[src/hdl/gasp_pkg.sv]
// Shared types and constants for the golden-angle spiral point core.
// No dependencies; imported by every module of the block.
package gasp_pkg;

    localparam int MAX_POINTS = 1024;
    localparam int COUNT_W    = 11;
    localparam int IDX_W      = 10;
    localparam int RAD_W      = 16;
    localparam int HGT_W      = 16;
    localparam int POS_W      = 17;
    localparam int NQ_W       = 17;
    localparam int MAG_W      = 16;

    localparam logic [31:0] GOLD_PHASE = 32'h61C88647;
    localparam logic [31:0] Q_B9 = 32'd172272;
    localparam logic [31:0] Q_B7 = 32'd5026995;
    localparam logic [31:0] Q_B5 = 32'd85569306;
    localparam logic [31:0] Q_B3 = 32'd693598669;
    localparam logic [31:0] Q_A1 = 32'd1686629713;

    localparam logic [1:0] REG_POINT_COUNT  = 2'd0;
    localparam logic [1:0] REG_OUTER_RADIUS = 2'd1;
    localparam logic [1:0] REG_SPAWN_HEIGHT = 2'd2;

    typedef struct packed {
        logic [IDX_W-1:0] idx;
        logic [IDX_W-1:0] dv;
        logic [HGT_W-1:0] height;
        logic             in_range;
        logic             single;
        logic [1:0]       quad;
        logic [15:0]      u;
        logic [MAG_W-1:0] smag;
        logic [MAG_W-1:0] cmag;
        logic             sneg;
        logic             cneg;
        logic [NQ_W-1:0]  n;
        logic [NQ_W-1:0]  r;
    } item_t;

endpackage

[src/hdl/gasp_sqrt.sv]
// Digit-by-digit square root pipeline, one root bit per stage: r = floor(sqrt(n*2^16)).
// Depends on gasp_pkg.
module gasp_sqrt (
    input  logic            clk,
    input  logic            rst_n,
    input  logic            in_valid,
    output logic            in_ready,
    input  gasp_pkg::item_t in_item,
    output logic            out_valid,
    input  logic            out_ready,
    output gasp_pkg::item_t out_item
);
    import gasp_pkg::*;

    localparam int N   = NQ_W;
    localparam int X_W = 2 * NQ_W;
    localparam int R_W = NQ_W + 2;

    logic [N-1:0]     v_reg;
    logic [N:0]       adv;
    item_t            it_reg    [N];
    item_t            it_next   [N];
    logic [X_W-1:0]   xs_reg    [N];
    logic [X_W-1:0]   xs_next   [N];
    logic [R_W-1:0]   rem_reg   [N];
    logic [R_W-1:0]   rem_next  [N];
    logic [NQ_W-1:0]  root_reg  [N];
    logic [NQ_W-1:0]  root_next [N];

    always_comb
    begin
        adv[N] = out_ready;
        for (int k = N - 1; k >= 0; k--)
        begin
            adv[k] = !v_reg[k] || adv[k+1];
        end
    end

    always_comb
    begin
        item_t           it;
        logic [X_W-1:0]  xs;
        logic [R_W-1:0]  rem;
        logic [NQ_W-1:0] root;
        logic [R_W+1:0]  r2;
        logic [R_W+1:0]  trial;

        for (int k = 0; k < N; k++)
        begin
            if (k == 0)
            begin
                it   = in_item;
                xs   = {1'b0, in_item.n, 16'd0};
                rem  = '0;
                root = '0;
            end
            else
            begin
                it   = it_reg[(k == 0) ? 0 : k - 1];
                xs   = xs_reg[(k == 0) ? 0 : k - 1];
                rem  = rem_reg[(k == 0) ? 0 : k - 1];
                root = root_reg[(k == 0) ? 0 : k - 1];
            end
            r2    = {rem, xs[X_W-1:X_W-2]};
            trial = {2'b00, root, 2'b01};
            if (r2 >= trial)
            begin
                r2           = r2 - trial;
                root_next[k] = {root[NQ_W-2:0], 1'b1};
            end
            else
                root_next[k] = {root[NQ_W-2:0], 1'b0};
            rem_next[k] = r2[R_W-1:0];
            xs_next[k]  = {xs[X_W-3:0], 2'b00};
            it_next[k]  = it;
            it_next[k].r = root_next[k];
        end
    end

    always_ff @(posedge clk or negedge rst_n)
    begin
        if (!rst_n)
            v_reg <= '0;
        else
        begin
            for (int k = 0; k < N; k++)
            begin
                if (adv[k])
                    v_reg[k] <= (k == 0) ? in_valid : v_reg[(k == 0) ? 0 : k - 1];
            end
        end
    end

    always_ff @(posedge clk)
    begin
        for (int k = 0; k < N; k++)
        begin
            if (adv[k])
            begin
                it_reg[k]   <= it_next[k];
                xs_reg[k]   <= xs_next[k];
                rem_reg[k]  <= rem_next[k];
                root_reg[k] <= root_next[k];
            end
        end
    end

    assign in_ready  = adv[0];
    assign out_valid = v_reg[N-1];
    assign out_item  = it_reg[N-1];

endmodule

[config.mk]
export PLATFORM = sky130hd
export DESIGN_NAME = gasp_sqrt
export DESIGN_NICKNAME = d
export VERILOG_FILES = /design/src/hdl/gasp_pkg.sv /design/src/hdl/gasp_sqrt.sv
export SDC_FILE = /design/constraint.sdc
export NUM_CORES = 2
export LEC_CHECK = 0
export ABC_CLOCK_PERIOD_IN_PS = 16340
export BUFFER_PORTS_ARGS = -buffer_cell sky130_fd_sc_hd__buf_2
export CORE_MARGIN = 1.5
export CORE_UTILIZATION = 25
export CTS_BUF_LIST = sky130_fd_sc_hd__clkbuf_16
export CTS_CLUSTER_SIZE = 25
export DETAILED_ROUTE_END_ITERATION = 12
export PLACE_DENSITY = 0.4
export SLEW_MARGIN = 20
export SYNTH_ARGS = -nofsm -noshare
export SYNTH_HDL_FRONTEND = slang
export SYNTH_SLANG_ARGS = --single-unit
[constraint.sdc]
create_clock -name clk -period 16.34 [get_ports clk]
set_clock_uncertainty 0.15 [all_clocks]
set_input_delay 1.634 -clock clk [delete_from_list [all_inputs] [get_ports clk]]
set_output_delay 1.634 -clock clk [all_outputs]
set_load 0.005 [all_outputs]
# == After elaboration in Yosys (flattened, before gate mapping) ==
# Memories as Yosys holds them, arrays and structs flattened.
# Cells that the tools add are included.
# op_classes
addsub,17
magnitude_cmp,17
muxes,68
n_reduce_logical,34
# op_table
cell,count
$ge A21 B19 Y1,16
$mux W19,17
$sub A19 B19 Y19,16
$mux W1,51
$logic_not A1 Y1,17
$logic_or A1 B1 Y1,17
$sub A1 B1 Y2 const B,1
$ge A1 B1 Y1 const B,1
# totals
reg_bits,17
ramBits,3264
inputBits,128
out_inout_bits,126
elab_cells,157
mem_count,4
# mem_list
name,depth,width,rd,rd_ports_with_merged_regs,wr,line_no,text
it_reg,17,124,17,0,17,gasp_sqrt.sv:21,item_t it_reg [N];
xs_reg,17,32,16,0,17,gasp_sqrt.sv:23,logic [X_W-1:0] xs_reg [N];
rem_reg,17,19,16,0,17,gasp_sqrt.sv:25,logic [R_W-1:0] rem_reg [N];
root_reg,17,17,16,0,17,gasp_sqrt.sv:27,logic [NQ_W-1:0] root_reg [N];

# == Logic depth before layout (Yosys ltp) ==
# depth
word_depth,20
mapped_depth,11
ltp_nobuf,10

# == Least setup slack after synthesis ==
# Ideal clock, no wire load.
# synth_path
path_kind,input-to-output
from,input port out_ready
to,output port in_ready
arrival_ns,13.071
required_ns,14.556
slack_ns,1.485
path_stages,7
path_buffers,1
cell_sequence,and3b_1 > clkbuf_1 > nand4_1 > nor3_1 > and2_1 > nand4_1 > or2_2
# synth_between
elab_chain_len,17
# synth_rtl
element,line_no,text
start: declaration,gasp_sqrt.sv:10,"input logic out_ready,"
$logic_or A1 B1 Y1 (7 in a row),gasp_sqrt.sv:35,adv[k] = !v_reg[k] || adv[k+1];
net adv[10],gasp_sqrt.sv:20,logic [N:0] adv;
$logic_or A1 B1 Y1 (9 in a row),gasp_sqrt.sv:35,
net adv[1],gasp_sqrt.sv:20,
$logic_or A1 B1 Y1,gasp_sqrt.sv:35,
end: declaration,gasp_sqrt.sv:7,"output logic in_ready,"
# The timed path passes the listed nets, and every way through them passes these cells.

# == Final worst setup path ==
# Same ends and word-level chain as after synthesis.

==> results.md <==
* Post-route clock period utilization at 0.423
* Max-Cap Viols at 0
* Fin nets at about 4600
* Crit path DAT at 5.12 ns
* Slew Viols, Final at 0
* CP Capture Type: output port
* Post-Syn Instances at 3775
* Clk slew on worst S/H paths at 0.06 ns
* Final Hold Viols at 0
* Met1 usage at 0.0982
* Die Area at 0.314 mm²
* Share of the synthesized area in the top cell type at 0.860
* CP Launch Type: primary input
* Top FF cell, synth: edfxtp_1
* Initial detailed-routing violation count at 1644
* RSZ-0062 raised after global routing: false
* Starting density of the core at 0.251
* Worst-case reg-to-reg path depth at 8
* Final setup vio count at 0
* CP required at 14.56 ns
* H-tree levels at 4
* Peak supply drop at 90.4 µV
* Max Fclk at between 0.1 and 0.15 GHz
* Switching share of power at 0.223
* First-pass GRT wire length at between 200000 and 250000 µm
* Row cnt at between 200 and 250
* Largest net degree at the start of global routing at 122
* Register area at 0.0673 mm²
* Post-CTS Resized at 0
* Post-CTS Setup Bufs at 0
* IO buf count at around 240
* # fillers at roughly 30000
* Total congestion overflow at 0
* Met2 Usage GRT at 0.155
* CTS Sinks at ~2200
* Avg WL per Cell at 16.0 µm
* Vias per cell at 3.76
* Pwr Total at between 0.01 and 0.015 W
* GP Congestion at around 0.76
* TritonCTS Buffers at 248
* Worst Hold Class: flop to flop
* Placed instance area at approximately 0.084 mm²
* Relative slew margins at 0.305
* Mapped Area at 0.0777 mm²
* Area of the multi-input gates at 0.00969 mm²
* Dpl cells at 8143
* Sequential share of the synthesized area at 0.866
* Reg-to-reg endpoint: it_reg[0][101]
* Switching Power at 0.00315 W
* Synthesized Nets at between 4000 and 5000
* DR pass1 iterations at 9
* Layout area overhead at 18.7%
* Fin cells at 8592
* Fin area at 0.0922 mm²
* # DRC at 0
* Vias in the first global route at 34490
* Largest register FFs at 1841
* Reg2reg start: v_reg[16]
* Global-route met3 utilization at 0.0200
* Clock Power Share at 0.378
* I/O pins at 254
* CTS tree: built
* Final TNS setup at 0 ns
* Hold Buf Count CTS at 0
* CTS root buf: clkbuf_16
* Clock Latency Late Sink at between 0.8 and 0.9 ns
* Pwr per Cell Area at approximately 150 mW/mm²
* Vert. Die Dim at 560 µm
* Power share of the sequential group at 0.555
* Cell-internal power at 0.0110 W
* CP max FO at 121
* Syn avg cell area at 20.6 µm²
* Max clock buf depth at 4
* Most numerous cell in the Yosys netlist: edfxtp_1
* Share of cells above drive strength 1 at 0.161
* Number of synthesis warnings at 0
* Area contributors post-synth: edfxtp_1, ha_1, xnor2_1
* Initial antenna violation count at 10
* Synth cell count leaders: edfxtp_1, inv_1, ha_1
* Capture point of the worst path: in_ready
* R2r setup slk at 11.77 ns
* Critical path launch point: out_ready
* Gr busiest metal: met2
* Slew @ Worst Pin at 1.04 ns
* Comb power frac at 0.067
* Setup Crit Path Kind: primary input to output port
* Area leader, netlist: edfxtp_1
* Post-Route WL at 137000 µm
* Register bit total from synthesis at 2243
* Static Leak at 33.6 nW
* Status: finished, final reports clean
* Async set or reset register ratio after synthesis at 0.00758
* EDFF count, synth at between 2000 and 2500
* Min Tclk post-route at 6.90 ns
* Post-DP HPWL at 85100 µm
* DR vias at roughly 32000
* All-Layer GR Usage at 0.0861
* Post-DRT Antenna Nets at 0
* CORE AREA at 0.309 mm²
* Yosys cell types at 75
* Die X at 560 µm
kinds of logic (layout without fill, tap and decap cells):
family          Yosys count  count (layout)  synth area share
flops                  2243            2243             0.866
simple gates            518             518            0.0341
compound gates          371             371            0.0297
buf+inv                 211             906            0.0105
xor+xnor                187             187            0.0211
fa+ha+maj               162             162            0.0268
mux                      82              82            0.0118
other cells               1               3         0.0000483
layout make-up:
| class | instances | share of cell area |
|---|---|---|
| flip-flops and latches | 2243 | 0.729 |
| multi-input cells | 1321 | 0.105 |
| clock buffers | 249 | 0.0675 |
| well taps | 4120 | 0.0559 |
| clock inverters | 198 | 0.0179 |
| repair buffers | 270 | 0.0162 |
| inverters | 189 | 0.00802 |
| diodes | 2 | 0.0000543 |
metal layers:
metal,up-vias,routed length (µm),share of wire
li1,15661,-,-
met1,15763,57000,0.42
met2,498,69500,0.51
met3,335,5720,0.042
met4,18,4860,0.035
met5,-,101,0.00074
per-stage QoR:
stage	setup slack, ns	utilization	hold WS (ns)
after CTS	9.29	0.298	0.179
after global placement	9.29	0.273	0.250
after global routing	9.06	0.298	0.204
after floorplan	1.48	-	0.250
final	9.44	0.298	0.197
after detailed placement	9.30	0.273	0.255
layout by cell type (no fill, tap or decap), types with 7 or more instances in the layout:
cell	synthesis	routed
clkinv_2	0	37
clkinvlp_4	0	15
or4_1	9	9
inv_1	189	233
nand2_1	99	94
or2_2	9	8
a21o_1	27	27
a21oi_1	121	121
nand3_1	31	27
clkinv_1	0	61
o41ai_1	7	7
buf_2	7	236
o21ai_0	89	89
nor2_1	138	138
clkbuf_16	0	249
o21a_1	28	28
and2_1	10	10
nand4_1	17	17
dfrtp_1	17	17
nand2b_1	35	34
o21bai_1	12	12
nor4_1	27	27
bufinv_16	0	25
nor3_1	57	57
or3_1	23	23
o31ai_1	15	15
mux2_2	73	73
nand3b_1	11	11
xor2_1	78	78
xnor2_1	109	109
nor2b_1	16	16
o211ai_1	12	12
a211oi_1	18	18
a21boi_0	7	7
mux2i_1	8	8
buf_4	2	29
edfxtp_1	2226	2226
ha_1	155	155
fa_1	7	7
how the worst min path moves through the flow:
stage                                  to             from  cells past startpoint  slack, ns
after floorplan           it_reg[0][1011]   it_reg[0][887]                      0       0.25
after global placement    it_reg[0][1517]  it_reg[0][1393]                      0       0.25
after detailed placement  it_reg[0][1012]   it_reg[0][888]                      0       0.25
after CTS                 it_reg[0][1043]   it_reg[0][919]                      0       0.18
after global routing       it_reg[0][172]    it_reg[0][48]                      0       0.20
final                     it_reg[0][1856]  it_reg[0][1732]                      0       0.20
power groups by stage:
| stage | combinational [W] | sequential [W] | clock [W] |
|---|---|---|---|
| floorplan | 0.000646 | 0.00789 | 0 |
| global placement | 0.000966 | 0.00799 | 0 |
| detailed placement | 0.000981 | 0.00801 | 0 |
| CTS | 0.000987 | 0.00789 | 0.00560 |
| global route | 0.00108 | 0.00796 | 0.00581 |
| finish | 0.000951 | 0.00786 | 0.00536 |
critical path, cell delays in order:
cell and delay [ns]:
buf_2 0.13, and3b_1 0.61, nand4_1 0.24, nor3_1 0.68, and2_1 0.50, nand4_1 0.23
buf_12 0.33, or2_4 0.49, buf_2 0.20
(Power assumes the default switching activity.)
