## src/hdl/gasp_pkg.sv

```systemverilog
// Shared types and constants for the golden-angle spiral point core.
// No dependencies; imported by every module of the block.
package gasp_pkg;

    localparam int MAX_POINTS = 1024;
    localparam int COUNT_W    = 11;
    localparam int IDX_W      = 10;
    localparam int RAD_W      = 16;
    localparam int HGT_W      = 16;
    localparam int POS_W      = 17;
    localparam int NQ_W       = 17;
    localparam int MAG_W      = 16;

    localparam logic [31:0] GOLD_PHASE = 32'h61C88647;
    localparam logic [31:0] Q_B9 = 32'd172272;
    localparam logic [31:0] Q_B7 = 32'd5026995;
    localparam logic [31:0] Q_B5 = 32'd85569306;
    localparam logic [31:0] Q_B3 = 32'd693598669;
    localparam logic [31:0] Q_A1 = 32'd1686629713;

    localparam logic [1:0] REG_POINT_COUNT  = 2'd0;
    localparam logic [1:0] REG_OUTER_RADIUS = 2'd1;
    localparam logic [1:0] REG_SPAWN_HEIGHT = 2'd2;

    typedef struct packed {
        logic [IDX_W-1:0] idx;
        logic [IDX_W-1:0] dv;
        logic [HGT_W-1:0] height;
        logic             in_range;
        logic             single;
        logic [1:0]       quad;
        logic [15:0]      u;
        logic [MAG_W-1:0] smag;
        logic [MAG_W-1:0] cmag;
        logic             sneg;
        logic             cneg;
        logic [NQ_W-1:0]  n;
        logic [NQ_W-1:0]  r;
    } item_t;

endpackage

```

## src/hdl/gasp_scale.sv

```systemverilog
// Radius scaling, rounding and sign: three stages ending in the output register.
// Depends on gasp_pkg.
module gasp_scale (
    input  logic                          clk,
    input  logic                          rst_n,
    input  logic                          in_valid,
    output logic                          in_ready,
    input  gasp_pkg::item_t               in_item,
    input  logic [gasp_pkg::RAD_W-1:0]    cfg_radius,
    output logic                          out_valid,
    input  logic                          out_ready,
    output logic signed [gasp_pkg::POS_W-1:0] pos_x,
    output logic signed [gasp_pkg::POS_W-1:0] pos_y,
    output logic signed [gasp_pkg::HGT_W-1:0] pos_z,
    output logic                          index_valid
);
    import gasp_pkg::*;

    localparam int N     = 3;
    localparam int RAD_P = NQ_W + RAD_W;
    localparam int PRD_W = RAD_P + MAG_W;

    logic [N-1:0]       v_reg;
    logic [N:0]         adv;
    item_t              it0_reg;
    item_t              it1_reg;
    logic [RAD_P-1:0]   rad_reg;
    logic [POS_W-1:0]   mx_reg;
    logic [POS_W-1:0]   my_reg;
    logic [POS_W-1:0]   px_reg;
    logic [POS_W-1:0]   py_reg;
    logic [HGT_W-1:0]   pz_reg;
    logic               iv_reg;
    logic [RAD_P-1:0]   rad_next;
    logic [PRD_W-1:0]   prod_x;
    logic [PRD_W-1:0]   prod_y;
    logic [POS_W-1:0]   px_next;
    logic [POS_W-1:0]   py_next;
    logic               live;

    always_comb
    begin
        adv[N] = out_ready;
        for (int k = N - 1; k >= 0; k--)
        begin
            adv[k] = !v_reg[k] || adv[k+1];
        end
    end

    assign rad_next = RAD_P'(in_item.r) * RAD_P'(cfg_radius);
    assign prod_x   = PRD_W'(rad_reg) * PRD_W'(it0_reg.cmag) + (PRD_W'(1) << 30);
    assign prod_y   = PRD_W'(rad_reg) * PRD_W'(it0_reg.smag) + (PRD_W'(1) << 30);

    // single-point spirals and out-of-range indexes give zero offsets
    assign live    = it1_reg.in_range && !it1_reg.single;
    assign px_next = !live ? '0 : (it1_reg.cneg ? -mx_reg : mx_reg);
    assign py_next = !live ? '0 : (it1_reg.sneg ? -my_reg : my_reg);

    always_ff @(posedge clk or negedge rst_n)
    begin
        if (!rst_n)
            v_reg <= '0;
        else
        begin
            if (adv[0])
                v_reg[0] <= in_valid;
            if (adv[1])
                v_reg[1] <= v_reg[0];
            if (adv[2])
                v_reg[2] <= v_reg[1];
        end
    end

    always_ff @(posedge clk)
    begin
        if (adv[0])
        begin
            it0_reg <= in_item;
            rad_reg <= rad_next;
        end
        if (adv[1])
        begin
            it1_reg <= it0_reg;
            mx_reg  <= prod_x[POS_W+30:31];
            my_reg  <= prod_y[POS_W+30:31];
        end
        if (adv[2])
        begin
            px_reg <= px_next;
            py_reg <= py_next;
            pz_reg <= it1_reg.in_range ? it1_reg.height : '0;
            iv_reg <= it1_reg.in_range;
        end
    end

    assign in_ready    = adv[0];
    assign out_valid   = v_reg[N-1];
    assign pos_x       = px_reg;
    assign pos_y       = py_reg;
    assign pos_z       = pz_reg;
    assign index_valid = iv_reg;

endmodule

```

## config.mk

```make
export PLATFORM = sky130hd
export DESIGN_NAME = gasp_scale
export DESIGN_NICKNAME = d
export VERILOG_FILES = /design/src/hdl/gasp_pkg.sv /design/src/hdl/gasp_scale.sv
export SDC_FILE = /design/constraint.sdc
export NUM_CORES = 2
export LEC_CHECK = 0
export ABC_AREA = 1
export BUFFER_PORTS_ARGS = -buffer_cell sky130_fd_sc_hd__buf_2
export CAP_MARGIN = 20
export CORE_MARGIN = 2
export CORE_UTILIZATION = 34
export DETAILED_ROUTE_END_ITERATION = 12
export SYNTH_ARGS = -nofsm -noshare
export SYNTH_HDL_FRONTEND = slang
export SYNTH_SLANG_ARGS = --single-unit
```

## constraint.sdc

```tcl
create_clock -name clk -period 6.9 [get_ports clk]
set_input_delay 1.035 -clock clk [delete_from_list [all_inputs] [get_ports clk]]
set_output_delay 1.035 -clock clk [all_outputs]
set_load 0.02 [all_outputs]
```

# [Yosys cells after proc, flatten, opt, wreduce, memory -nomap -nowiden]
# Cells that the tools add are included.
[op_classes] multipliers=3 shift=0 order_cmp=0 div_mod_pow=0 n_eq_ne=0 reduce_logical=8 muxes=2 bitwise=0 n_addsub=4
[ops] operator="adder 48 x 31 -> 48 bit, second input constant" n=2
[ops] operator="multiplier 33 x 16 -> 48 bit" n=2
[ops] operator="two-way mux 17 bit" n=2
[ops] operator="negation 17 bit" n=2
[ops] operator="multiplier 17 x 16 -> 33 bit" n=1
[ops] operator="logical NOT 1 bit" n=4
[ops] operator="logical OR 1 bit" n=3
[ops] operator="logical AND 1 bit" n=1
[word_totals] romBits=0 n_memories=0 ram_bits=0 reg_bits=193 latchBits=0 inputBits=144

# [Logic depth before layout (Yosys ltp)]
[depth] word_depth=4 depth_mapped=29 mapped_depth_nobuf=27

# [Least setup slack after synthesis]
# Ideal clock, no wire load.
[synth_timing] path_type="input port to flip-flop" start="input port cfg_radius[1] in the netlist's numbering" end="register rad_reg[31] (data pin)" setup_ns=0.252 cell_stages=22 slack_ns=0.638 n_path_buf=2 arrival_time_ns=6.010 cell_sequence="clkbuf_1 clkbuf_1 nand2_1 fa_1 inv_1 fa_1 inv_1 fa_1 fa_1 inv_1 fa_1 inv_1 fa_1 inv_1 ha_1 nand2_1 nor2_1 inv_1 nor4_1 nand2_1 nand3_1 nand2_1"
[synth_between] elab_chain_cells=1
[synth_rtl] item="start: declaration" line="gasp_scale.sv:9" source="input logic [gasp_pkg::RAD_W-1:0] cfg_radius,"
[synth_rtl] item="multiplier 17 x 16 -> 33 bit" line="gasp_scale.sv:50" source="assign rad_next = RAD_P'(in_item.r) * RAD_P'(cfg_radius);"
[synth_rtl] item="named net rad_next[31]" line="gasp_scale.sv:34" source="logic [RAD_P-1:0] rad_next;"
[synth_rtl] item="end signal: assignment" line="gasp_scale.sv:79" source="rad_reg <= rad_next;"
[synth_rtl] item="end: declaration" line="gasp_scale.sv:27" source="logic [RAD_P-1:0] rad_reg;"
# The timed path passes the listed nets, and every way through them passes these cells.
# A chain may end at the register's enable or synchronous reset.

# [Worst setup path after layout]
[layout_timing] start="register it0_reg[62] in the netlist's numbering" end="register my_reg[16] (data pin)"
[layout_between] elab_chain_cells=2
[layout_rtl] item="start: declaration" line="gasp_scale.sv:25" source="item_t it0_reg;"
[layout_rtl] item="start signal: assignment" line="gasp_scale.sv:78" source="it0_reg <= in_item;"
[layout_rtl] item="multiplier 33 x 16 -> 48 bit" line="gasp_scale.sv:52" source="assign prod_y = PRD_W'(rad_reg) * PRD_W'(it0_reg.smag) + (PRD_W'(1) << 30);"
[layout_rtl] item="adder 48 x 31 -> 48 bit" line="gasp_scale.sv:52"
[layout_rtl] item="named net prod_y[47]" line="gasp_scale.sv:36" source="logic [PRD_W-1:0] prod_y;"
[layout_rtl] item="end signal: assignment" line="gasp_scale.sv:85" source="my_reg <= prod_y[POS_W+30:31];"
[layout_rtl] item="end: declaration" line="gasp_scale.sv:29" source="logic [POS_W-1:0] my_reg;"
# The timed path passes the listed nets, and every way through them passes these cells.

==> key figures <==
Run status
  • Status: completed

Flow run
  • Max Cap Viol: 0

Setup path
  • Setup CP Type: reg2reg
  • Critical-path maximum fanout: 22
  • Startpoint types: register
  • Worst EP required: 7.20 ns
  • Most used cell, CP: nand2_1
  • FF-to-FF path depth: 24
  • WP data arrival: 6.74 ns
  • Crit-path cells: buf_4, nand2_1, inv_1, fa_1, inv_1, fa_1, inv_1, fa_1, fa_1, fa_1, inv_1, fa_1, inv_1, ha_1, a21oi_1, o21ai_0, nand2_1, nand2_1, nand2_1, nand3b_1, a21oi_1, nand2_1, nand2_1, nand2_1
  • R2R Path Start: it0_reg[62]
  • Slowest Stage Delay on Critical Path: 0.85 ns
  • Critical Path End Type: register
  • Crit. Startpoint: it0_reg[62]
  • Slowest CP cell: edfxtp_1

Clock tree
  • TritonCTS Sinks: 193
  • Clock slew at reported path FFs: 0.09 ns
  • CTS buffer count: 17
  • CTS tree: built
  • Clock buffer depth: 2
  • Setup bufs post-CTS: 0
  • Post-cts resize count: 0
  • CTS Root Cell: clkbuf_16
  • H-tree levels: 4
  • Worst-Skew Late Latency: 0.53 ns
  • Hold buffers post-CTS: 0

Timing
  • Clock skew: 0.02269 ns
  • Finish-stage setup viols: 0
  • Max-slew headroom: 23.52%
  • Worst-margin pin slew: 1.147 ns
  • RSZ-0062 raised after global routing: false
  • Max Clk Rate: 155.2 MHz
  • Final hold violations: 0
  • Period utilisation layout: 93.37%
  • Slew Limit Fails: 0
  • Setup TNS: 0 ns
  • Final min period: 6.442 ns

Global routing
  • GR Overflow Total: 0
  • First-pass GRT wire length: 228500 um
  • Initial antenna violation count: 10
  • Largest net degree at the start of global routing: 57
  • Vias in the first global route: 44.26k
  • Gr usage total: 18.27%

Route
  • Routed WL: 135400 um
  • First-pass iteration count of the detailed router: 6
  • Via density: 4.651
  • Post-DRT Antenna Nets: 0
  • Routed len/inst: 15.72 um
  • Drt initial violations: 2166
  • Via count: 40.05k
  • Drc violations: 0

Synth
  • Compound-Gate Fraction of Synth Area: 4.117%
  • Largest family of logic cells by synthesized area: adder cells
  • Mapped Cells: 6582
  • Mapped Avg Cell Area: 7.873 um^2
  • EDFF count, synth: 190
  • Simple-Gate Fraction of Synth Area: 16.20%
  • Yosys reg bits: 193
  • Adder-Cell Fraction of Synth Area: 50.75%
  • Syn Nets: 8187
  • Synth area leaders: fa_1 (41%), inv_1 (15%), nand2_1 (13%)
  • Cell variety after synth: 36
  • Share of the synthesized area in the top cell type: 41.26%
  • Portion of netlist area occupied by mux cells: 0%
  • Top FF cell, synth: edfxtp_1
  • Ys Warns: 0
  • Area leader, netlist: fa_1
  • Async set-reset flop share out of synthesis: 1.554%
  • Seq/Total Area, Yosys: 11.16%
  • Synthesized area: 51820 um^2
  • Synth Area in XOR/XNOR: 0.7437%

Final layout
  • Final net count: 8173
  • Fill cells: 15.89k
  • Ant. Diodes: 0
  • Reg area: 5781 um^2
  • Max reg flops: 52
  • Layout area overhead: 7.618%
  • Highest-count cells in the layout ignoring fill and taps: inv_1 (2052), nand2_1 (1740), fa_1 (1068), ha_1 (393), a21oi_1 (200)
  • Commonest non-fill, non-tap cell in the layout: inv_1
  • Area occupied by multi-input gates: 37220 um^2
  • Layout cell share with drive strength beyond 1: 4.893%
  • Fin util: 36.75%

Placed design
  • Final GP Congestion: 0.9138
  • Port buffer count: 141
  • Dpl hpwl: 111800 um

Worst hold path
  • Hold Path Class: in2async

Floorplanning
  • Width of the die: 394.4 um
  • # rows: 143
  • IO Pins: 197
  • Initial Util: 34.15%
  • Core ar.: 151700 um^2
  • Die Area: 155500 um^2
  • Die height: 394.4 um
## final cells by class
class / count / area share (%)
multi-input combinational: 4037 / 66.75
timing repair buffer: 266 / 3.433
tap: 2030 / 4.555
clock inverter: 14 / 0.3119
inverter: 2053 / 13.82
clock buffer: 18 / 0.7696
sequential: 193 / 10.37
## per-layer routing
| metal | vias up | global-route usage (%) | share of wire, % |
|---|---|---|---|
| li1 | 18660 | - | - |
| met1 | 20270 | 22.76 | 42 |
| met2 | 923 | 33.17 | 51 |
| met3 | 190 | 1.883 | 4.1 |
| met4 | 4 | 5.493 | 2.6 |
| met5 | - | 0 | 0.022 |
## Yosys cell counts, drive strengths merged, types with 29 or more instances
library cell and number:
nand3 82, nor3 54, inv 2053, clkbuf 295, a21oi 205, edfxtp 190
o21ai 131, nand4 42, ha 393, fa 1068, nor2 199, nand2 1743
xor2 29
## metrics by stage
step / area, um^2 / cells / hold slack, ns / worst slack [ns]
global placement: 55140 / 8578 / 0.4004 / 0.4077
CTS: 55740 / 8610 / 0.2234 / 0.3336
finish: 55770 / 8611 / 0.2898 / 0.4576
floorplan: 51820 / 6582 / 0.4003 / 0.6382
global route: 55770 / 8611 / 0.2615 / 0.1639
detailed placement: 55140 / 8578 / 0.4045 / 0.3757
## logic make-up after synthesis
family                     Yosys count
and+or+nand+nor                   2141
buffers and inverters             2352
adders and majority gates         1461
xor gates and xnor gates            44
DFF                                193
AOI/OAI and AO/OA                  391
## path summary, 6_finish.rpt
check / slack [ns] / to
max reg2reg: 0.46 / my_reg[16]
min in group clk: 0.42 / it1_reg[35]
max in group asynchronous: 6.49 / v_reg[2]
max: 0.46 / my_reg[16]
min reg2reg: 0.42 / it1_reg[35]
min: 0.29 / v_reg[0]
## critical path, delay by kind of cell, from the launching register on
family	cells	cell delay, ns
buffers and inverters	6	0.66
adders and majority gates	7	3.40
and+or+nand+nor	8	0.57
DFF	1	0.85
AOI/OAI and AO/OA	3	0.69
Power is left out: the tool's default activity adds up to more than one toggle a clock period on the data nets, which glitch-free logic cannot reach.
