<file path="config.mk">
export PLATFORM = sky130hd
export DESIGN_NAME = gasp_div
export DESIGN_NICKNAME = d
export VERILOG_FILES = /design/src/hdl/gasp_pkg.sv /design/src/hdl/gasp_div.sv
export SDC_FILE = /design/constraint.sdc
export NUM_CORES = 2
export LEC_CHECK = 0
export BUFFER_PORTS_ARGS = -buffer_cell sky130_fd_sc_hd__buf_2
export CORE_ASPECT_RATIO = 1.5
export CORE_MARGIN = 8
export CORE_UTILIZATION = 40
export CTS_BUF_LIST = sky130_fd_sc_hd__clkbuf_4 sky130_fd_sc_hd__clkbuf_8 sky130_fd_sc_hd__clkbuf_16
export DETAILED_ROUTE_END_ITERATION = 6
export PLACE_DENSITY_LB_ADDON = 0.3
export RECOVER_POWER = 25
export SYNTH_ARGS = -nofsm -noshare
export SYNTH_HDL_FRONTEND = slang
export SYNTH_SLANG_ARGS = --single-unit
export TNS_END_PERCENT = 100
</file>
<file path="constraint.sdc">
create_clock -name clk -period 36.2 [get_ports clk]
set_clock_uncertainty 0.1 [all_clocks]
set_input_delay 7.24 -clock clk [delete_from_list [all_inputs] [get_ports clk]]
set_output_delay 7.24 -clock clk [all_outputs]
set_load 0.03 [all_outputs]
</file>
<file path="src/hdl/gasp_pkg.sv">
// Shared types and constants for the golden-angle spiral point core.
// No dependencies; imported by every module of the block.
package gasp_pkg;

    localparam int MAX_POINTS = 1024;
    localparam int COUNT_W    = 11;
    localparam int IDX_W      = 10;
    localparam int RAD_W      = 16;
    localparam int HGT_W      = 16;
    localparam int POS_W      = 17;
    localparam int NQ_W       = 17;
    localparam int MAG_W      = 16;

    localparam logic [31:0] GOLD_PHASE = 32'h61C88647;
    localparam logic [31:0] Q_B9 = 32'd172272;
    localparam logic [31:0] Q_B7 = 32'd5026995;
    localparam logic [31:0] Q_B5 = 32'd85569306;
    localparam logic [31:0] Q_B3 = 32'd693598669;
    localparam logic [31:0] Q_A1 = 32'd1686629713;

    localparam logic [1:0] REG_POINT_COUNT  = 2'd0;
    localparam logic [1:0] REG_OUTER_RADIUS = 2'd1;
    localparam logic [1:0] REG_SPAWN_HEIGHT = 2'd2;

    typedef struct packed {
        logic [IDX_W-1:0] idx;
        logic [IDX_W-1:0] dv;
        logic [HGT_W-1:0] height;
        logic             in_range;
        logic             single;
        logic [1:0]       quad;
        logic [15:0]      u;
        logic [MAG_W-1:0] smag;
        logic [MAG_W-1:0] cmag;
        logic             sneg;
        logic             cneg;
        logic [NQ_W-1:0]  n;
        logic [NQ_W-1:0]  r;
    } item_t;

endpackage

</file>
<file path="src/hdl/gasp_div.sv">
// Restoring divider pipeline, one quotient bit per stage: n = (idx*2^16 + d/2) / d.
// Depends on gasp_pkg.
module gasp_div (
    input  logic            clk,
    input  logic            rst_n,
    input  logic            in_valid,
    output logic            in_ready,
    input  gasp_pkg::item_t in_item,
    output logic            out_valid,
    input  logic            out_ready,
    output gasp_pkg::item_t out_item
);
    import gasp_pkg::*;

    localparam int N = NQ_W;

    logic [N-1:0]      v_reg;
    logic [N:0]        adv;
    item_t             it_reg   [N];
    item_t             it_next  [N];
    logic [IDX_W-1:0]  rem_reg  [N];
    logic [IDX_W-1:0]  rem_next [N];
    logic [NQ_W-1:0]   num_reg  [N];
    logic [NQ_W-1:0]   num_next [N];

    always_comb
    begin
        adv[N] = out_ready;
        for (int k = N - 1; k >= 0; k--)
        begin
            adv[k] = !v_reg[k] || adv[k+1];
        end
    end

    always_comb
    begin
        item_t            it;
        logic [IDX_W-1:0] rem;
        logic [NQ_W-1:0]  num;
        logic [IDX_W:0]   t;
        logic             qb;

        for (int k = 0; k < N; k++)
        begin
            if (k == 0)
            begin
                // quotient stays below 2^17 for in-range items, so the top
                // dividend bits already form the partial remainder
                it  = in_item;
                rem = {1'b0, in_item.idx[IDX_W-1:1]};
                num = {in_item.idx[0], 16'(in_item.dv[IDX_W-1:1])};
            end
            else
            begin
                it  = it_reg[(k == 0) ? 0 : k - 1];
                rem = rem_reg[(k == 0) ? 0 : k - 1];
                num = num_reg[(k == 0) ? 0 : k - 1];
            end
            t  = {rem, num[NQ_W-1]};
            qb = t >= {1'b0, it.dv};
            if (qb)
                t = t - {1'b0, it.dv};
            rem_next[k] = t[IDX_W-1:0];
            num_next[k] = {num[NQ_W-2:0], qb};
            it_next[k]  = it;
            it_next[k].n = num_next[k];
        end
    end

    always_ff @(posedge clk or negedge rst_n)
    begin
        if (!rst_n)
            v_reg <= '0;
        else
        begin
            for (int k = 0; k < N; k++)
            begin
                if (adv[k])
                    v_reg[k] <= (k == 0) ? in_valid : v_reg[(k == 0) ? 0 : k - 1];
            end
        end
    end

    always_ff @(posedge clk)
    begin
        for (int k = 0; k < N; k++)
        begin
            if (adv[k])
            begin
                it_reg[k]  <= it_next[k];
                rem_reg[k] <= rem_next[k];
                num_reg[k] <= num_next[k];
            end
        end
    end

    assign in_ready  = adv[0];
    assign out_valid = v_reg[N-1];
    assign out_item  = it_reg[N-1];

endmodule

</file>
# Word level (Yosys, flattened, before mapping)
# Memories as Yosys holds them, arrays and structs flattened.
# Index checks and enable logic that the tools add are counted.
# word_totals
regBits	17
latch_bits	0
mem_bits_rw	2567
romBits	0
inputBits	128
output_inout_bits	126
wordCells	139
n_memories	3
# memory_table
name	words	width	read_ports	rd_clocked_by_memory_dff	write_ports	line_no	rtl
it_reg	17	124	17	0	17	gasp_div.sv:19	item_t it_reg [N];
num_reg	17	17	16	0	17	gasp_div.sv:23	logic [NQ_W-1:0] num_reg [N];
rem_reg	17	10	16	0	17	gasp_div.sv:21	logic [IDX_W-1:0] rem_reg [N];
# op_classes
add_sub_neg	17
n_mul	0
div_mod_pow	0
n_lt_le_gt_ge	17
n_eq_ne	0
n_shift	0
muxes	51
bitwise_logic	0
reduce_logical	34
# op_table
operator	n
$ge 11x10->1	16
$mux 10	17
$sub 10x10->10	17
$mux 1	34
$logic_not 1->1	17
$logic_or 1x1->1	17
$ge 10x10->1	1

# Depth between registers and ports, before layout
# depth
ltp_word	20
ltp_mapped	10
depth_no_buf	9

# Least setup slack after synthesis
# No wires, ideal clock.
# synth_timing
path_type	input -> output
startpoint	in out_ready
endpoint	out in_ready
arrival_time_ns	16.334
required_time_ns	28.860
setup_slack_ns	12.526
stages	5
n_path_buf	0
cell_sequence	nand4b_1 > nor4_1 > and3_1 > and3_1 > nand3_1
# synth_via
elab_chain_len	17
# synth_rtl
element	line_no	rtl
start: declaration	gasp_div.sv:10	input logic out_ready,
$logic_or 1x1->1 (17 in a row)	gasp_div.sv:31	adv[k] = !v_reg[k] || adv[k+1];
end: declaration	gasp_div.sv:7	output logic in_ready,
# Every way passes these cells.

# Final worst setup path
# layout_timing
startpoint	in out_ready
endpoint	out in_ready
# layout_via
elab_chain_len	17
# layout_rtl
element	line_no	rtl
$logic_or 1x1->1 (3 in a row)	gasp_div.sv:31	
via adv[14]	gasp_div.sv:18	logic [N:0] adv;
$logic_or 1x1->1 (14 in a row)	gasp_div.sv:31	
# The timed path passes the listed nets, and every way through them passes these cells.

==> results.sh <==
export IMPL_endpoint="in_ready"
export IMPL_yosysTopAreaCell="edfxtp_1"
export IMPL_synthCells=3417
export IMPL_cts_setup_buffers=0
export IMPL_yosys_area_share_simple_pct=2.04
export IMPL_worstSetupEndpointType="output pin"
export IMPL_slowest_delay_ns=0.98
export IMPL_rows=193
export IMPL_cts_root_buf="clkbuf_16"
export IMPL_ir_drop_v=0.0000488
export IMPL_num_fill_cells=15235
export IMPL_slew_viol_final=0
export IMPL_path_clk_slew_ns=0.06
export IMPL_critPathArrivalTime_ns=9.86
export IMPL_clock_sink_count=2149
export IMPL_yosysTopAreaCellShare_pct=86.8
export IMPL_synth_xor_area_share_pct=1.07
export IMPL_worstReg2RegEnd="it_reg[0][1263]$_DFFE_PP_"
export IMPL_synthAdderAreaFrac_pct=3.32
export IMPL_dp_cells=6108
export IMPL_max_freq_ghz=0.0581
export IMPL_p_leak_uw=0.0310
export IMPL_finalWirelength_mm=102
export IMPL_clk_latency_ns=0.80
export IMPL_period_share_pct=47.5
export IMPL_drt_initial_drc_count=1409
export IMPL_outcome="complete, no violations"
export IMPL_antenna_found_initial=7
export IMPL_setup_violations=0
export IMPL_cpMaxStageDelayCell="nor4_2"
export IMPL_synth_top_family_by_area="adder cells"
export IMPL_p_per_area_nw_per_um2=77.8
export IMPL_yosysWarnings=0
export IMPL_syn_to_final_growth_pct=14.5
export IMPL_htree_levels=4
export IMPL_worst_pin_slew_ns=1.18
export IMPL_regArea_um2=64400
export IMPL_synth_area_mux_share_pct=2.04
export IMPL_dieArea_um2=199000
export IMPL_synth_nets=3731
export IMPL_avgSynthCellArea_um2=21.6
export IMPL_cp_startpoint="out_ready"
export IMPL_rr_worst_depth=7
export IMPL_drt_pass1_iter_count=4
export IMPL_drtAntennaViolNets=0
export IMPL_die_height_um=542
export IMPL_die_width_um=367
export IMPL_maxCapViolations=0
export IMPL_wl_per_cell_um=15.8
export IMPL_cp_max_fo=6
export IMPL_cts_resized=0
export IMPL_start_util_pct=40.1
export IMPL_synth_edf_count=2132
export IMPL_critPathBufInv=2
export IMPL_cts_tree="built"
export IMPL_via_per_inst=4.44
export IMPL_r2r_slack_ns=31.90
export IMPL_drc_errors=0
export IMPL_synth_seq_cells=2149
export IMPL_setup_tns_ns=0
export IMPL_grt_max_degree=95
export IMPL_core_area_um2=184000
export IMPL_cts_hold_buf=0
export IMPL_io_buffer_count=236
export IMPL_critical_path_class="in -> out"
export IMPL_fin_crit_ns=17.20
export IMPL_critical_path_required_ns=28.86
export IMPL_grt_first_pass_wirelength_mm=164
export IMPL_critical_path_startpoint_type="primary input"
export IMPL_ys_types=58
export IMPL_ys_top_cells_by_area="edfxtp_1 87%, ha_1 2.9%, mux2_2 1.6%, inv_1 1.1%, xnor2_1 0.84%"
export IMPL_fin_cells=6470
export IMPL_path_depth=7
export IMPL_cts_max_path_buffers=3
export IMPL_grt_usage_pct=10.1
export IMPL_maxSlewHeadroom_pct=21.1
export IMPL_synth_compound_area_share_pct=2.99
export IMPL_syn_cell_area_um2=73800
export IMPL_ys_flop_type="edfxtp_1"
export IMPL_path_delay_family="simple AND/OR/NAND/NOR gates"
export IMPL_path_cells="buf_2, nand4b_1, nor4_2, and3_1, and3_1, nand3_4, buf_2"
export IMPL_cts_buffers=192
export IMPL_yosysSeqAreaShare_pct=87.4
export IMPL_hold_viol=0
export IMPL_grt_setup_unrepaired="false"
export IMPL_num_vias=28754
export IMPL_ios=254
export IMPL_layout_nets=4179
export IMPL_largest_register_ffs=1936
export IMPL_globalplace_congestion=0.845
export IMPL_r2r_start="v_reg[16]$_DFFE_PN0P_"
export IMPL_min_path_type="reg -> reg"
export IMPL_dpl_hpwl_mm=67.9
export IMPL_grt_ovfl_total=0
export IMPL_multiInputGateArea_um2=8540
export IMPL_drive_gt1_share_pct=17.7
export IMPL_grt_pass1_vias=30421
export IMPL_ys_async_sr_fraction_pct=0.791
-- power by group --
group	total (uW)	switching, uW	internal [uW]
Combinational	1090	621	468
Clock	1950	854	1090
Sequential	3540	161	3380
-- area by class of cell --
class	instances	area share [%]
Antenna cell	6	0.0178
Clock buffer	233	6.09
Clock inverter	123	1.27
Inverter	224	1.01
Multi-Input combinational cell	1041	10.1
Sequential cell	2149	76.3
Tap cell	2437	3.61
Timing Repair Buffer	257	1.59
-- cells in the mapped netlist (3+ instances only) --
cell and count:
or2_2 8, nor3_2 5, o22ai_1 8, o21a_1 38, nor4_1 7, o31ai_1 8, and2_1 7, mux2i_1 29
nor3_1 17, a21boi_0 10, nand2_1 68, nor2b_1 36, nand2b_1 28, and3_1 3, edfxtp_1 2132, nand3_1 11
nor2_1 75, mux2_2 108, dfrtp_1 17, a41oi_1 6, a311o_1 6, fa_1 16, nand4_1 21, o31a_1 21
a31oi_1 6, xnor2_1 71, o2111ai_1 5, o21ai_0 52, ha_1 170, inv_1 224, o21bai_1 9, or4_1 6
a21oi_1 91, a21oi_2 6, o21ai_1 12, a21o_1 8, xor2_1 19, o211ai_1 8, a211oi_1 15, a2111o_1 7
-- logic make-up after synthesis --
logic type | after synthesis
fa+ha+maj | 186
buf+inv | 227
xor+xnor | 90
mux | 137
compound gates | 330
simple gates | 298
flops | 2149
-- worst reg2reg max path, delay by kind of cell, from the launching register on --
family                 cells  cell delay, ns
and+or+nand+nor            4            1.26
buffers and inverters      3            2.08
DFF                        1            0.43
-- through the flow --
stage	power, uW	hold slack (ns)	cell area, um2	worst slack, ns	util, %
2_1_floorplan	4380	0.300	73800	12.53	-
3_3_place_gp	4640	0.301	78200	18.95	42.6
3_5_place_dp	4690	0.305	78200	18.95	42.6
4_1_cts	6670	0.301	84400	18.93	46.0
5_1_grt	6900	0.302	84400	18.81	46.0
6_report	6570	0.297	84500	19.00	46.0
-- layout by cell type, fill, tap and decap left out, types with 36 or more instances in the layout --
cell type	count
a21oi_1	91
o21ai_0	52
buf_2	236
clkbuf_4	39
clkinv_1	46
nor2b_1	36
xnor2_1	71
clkbuf_16	194
nand2_1	62
inv_1	218
ha_1	170
mux2_2	108
o21a_1	38
nor2_1	75
edfxtp_1	2132
-- how the worst min path moves through the flow --
stage / startpoint / endpoint / slack, ns / cells past startpoint
finish: it_reg[0][338]$_DFFE_PP_ / it_reg[0][462]$_DFFE_PP_ / 0.30 / 0
global route: it_reg[0][984]$_DFFE_PP_ / it_reg[0][1108]$_DFFE_PP_ / 0.30 / 0
CTS: it_reg[0][420]$_DFFE_PP_ / it_reg[0][544]$_DFFE_PP_ / 0.30 / 0
detailed placement: it_reg[0][876]$_DFFE_PP_ / it_reg[0][1000]$_DFFE_PP_ / 0.30 / 0
global placement: it_reg[0][316]$_DFFE_PP_ / it_reg[0][440]$_DFFE_PP_ / 0.30 / 0
floorplan: it_reg[0][876]$_DFFE_PP_ / it_reg[0][1000]$_DFFE_PP_ / 0.30 / 0
-- per-layer routing --
metal  track usage (%)  wire length (um)
met5                 0                57
met4              4.49              3530
met3              2.34              4270
met2              17.0             49500
met1              12.6             44900
Power figures use the tool's default switching activity.
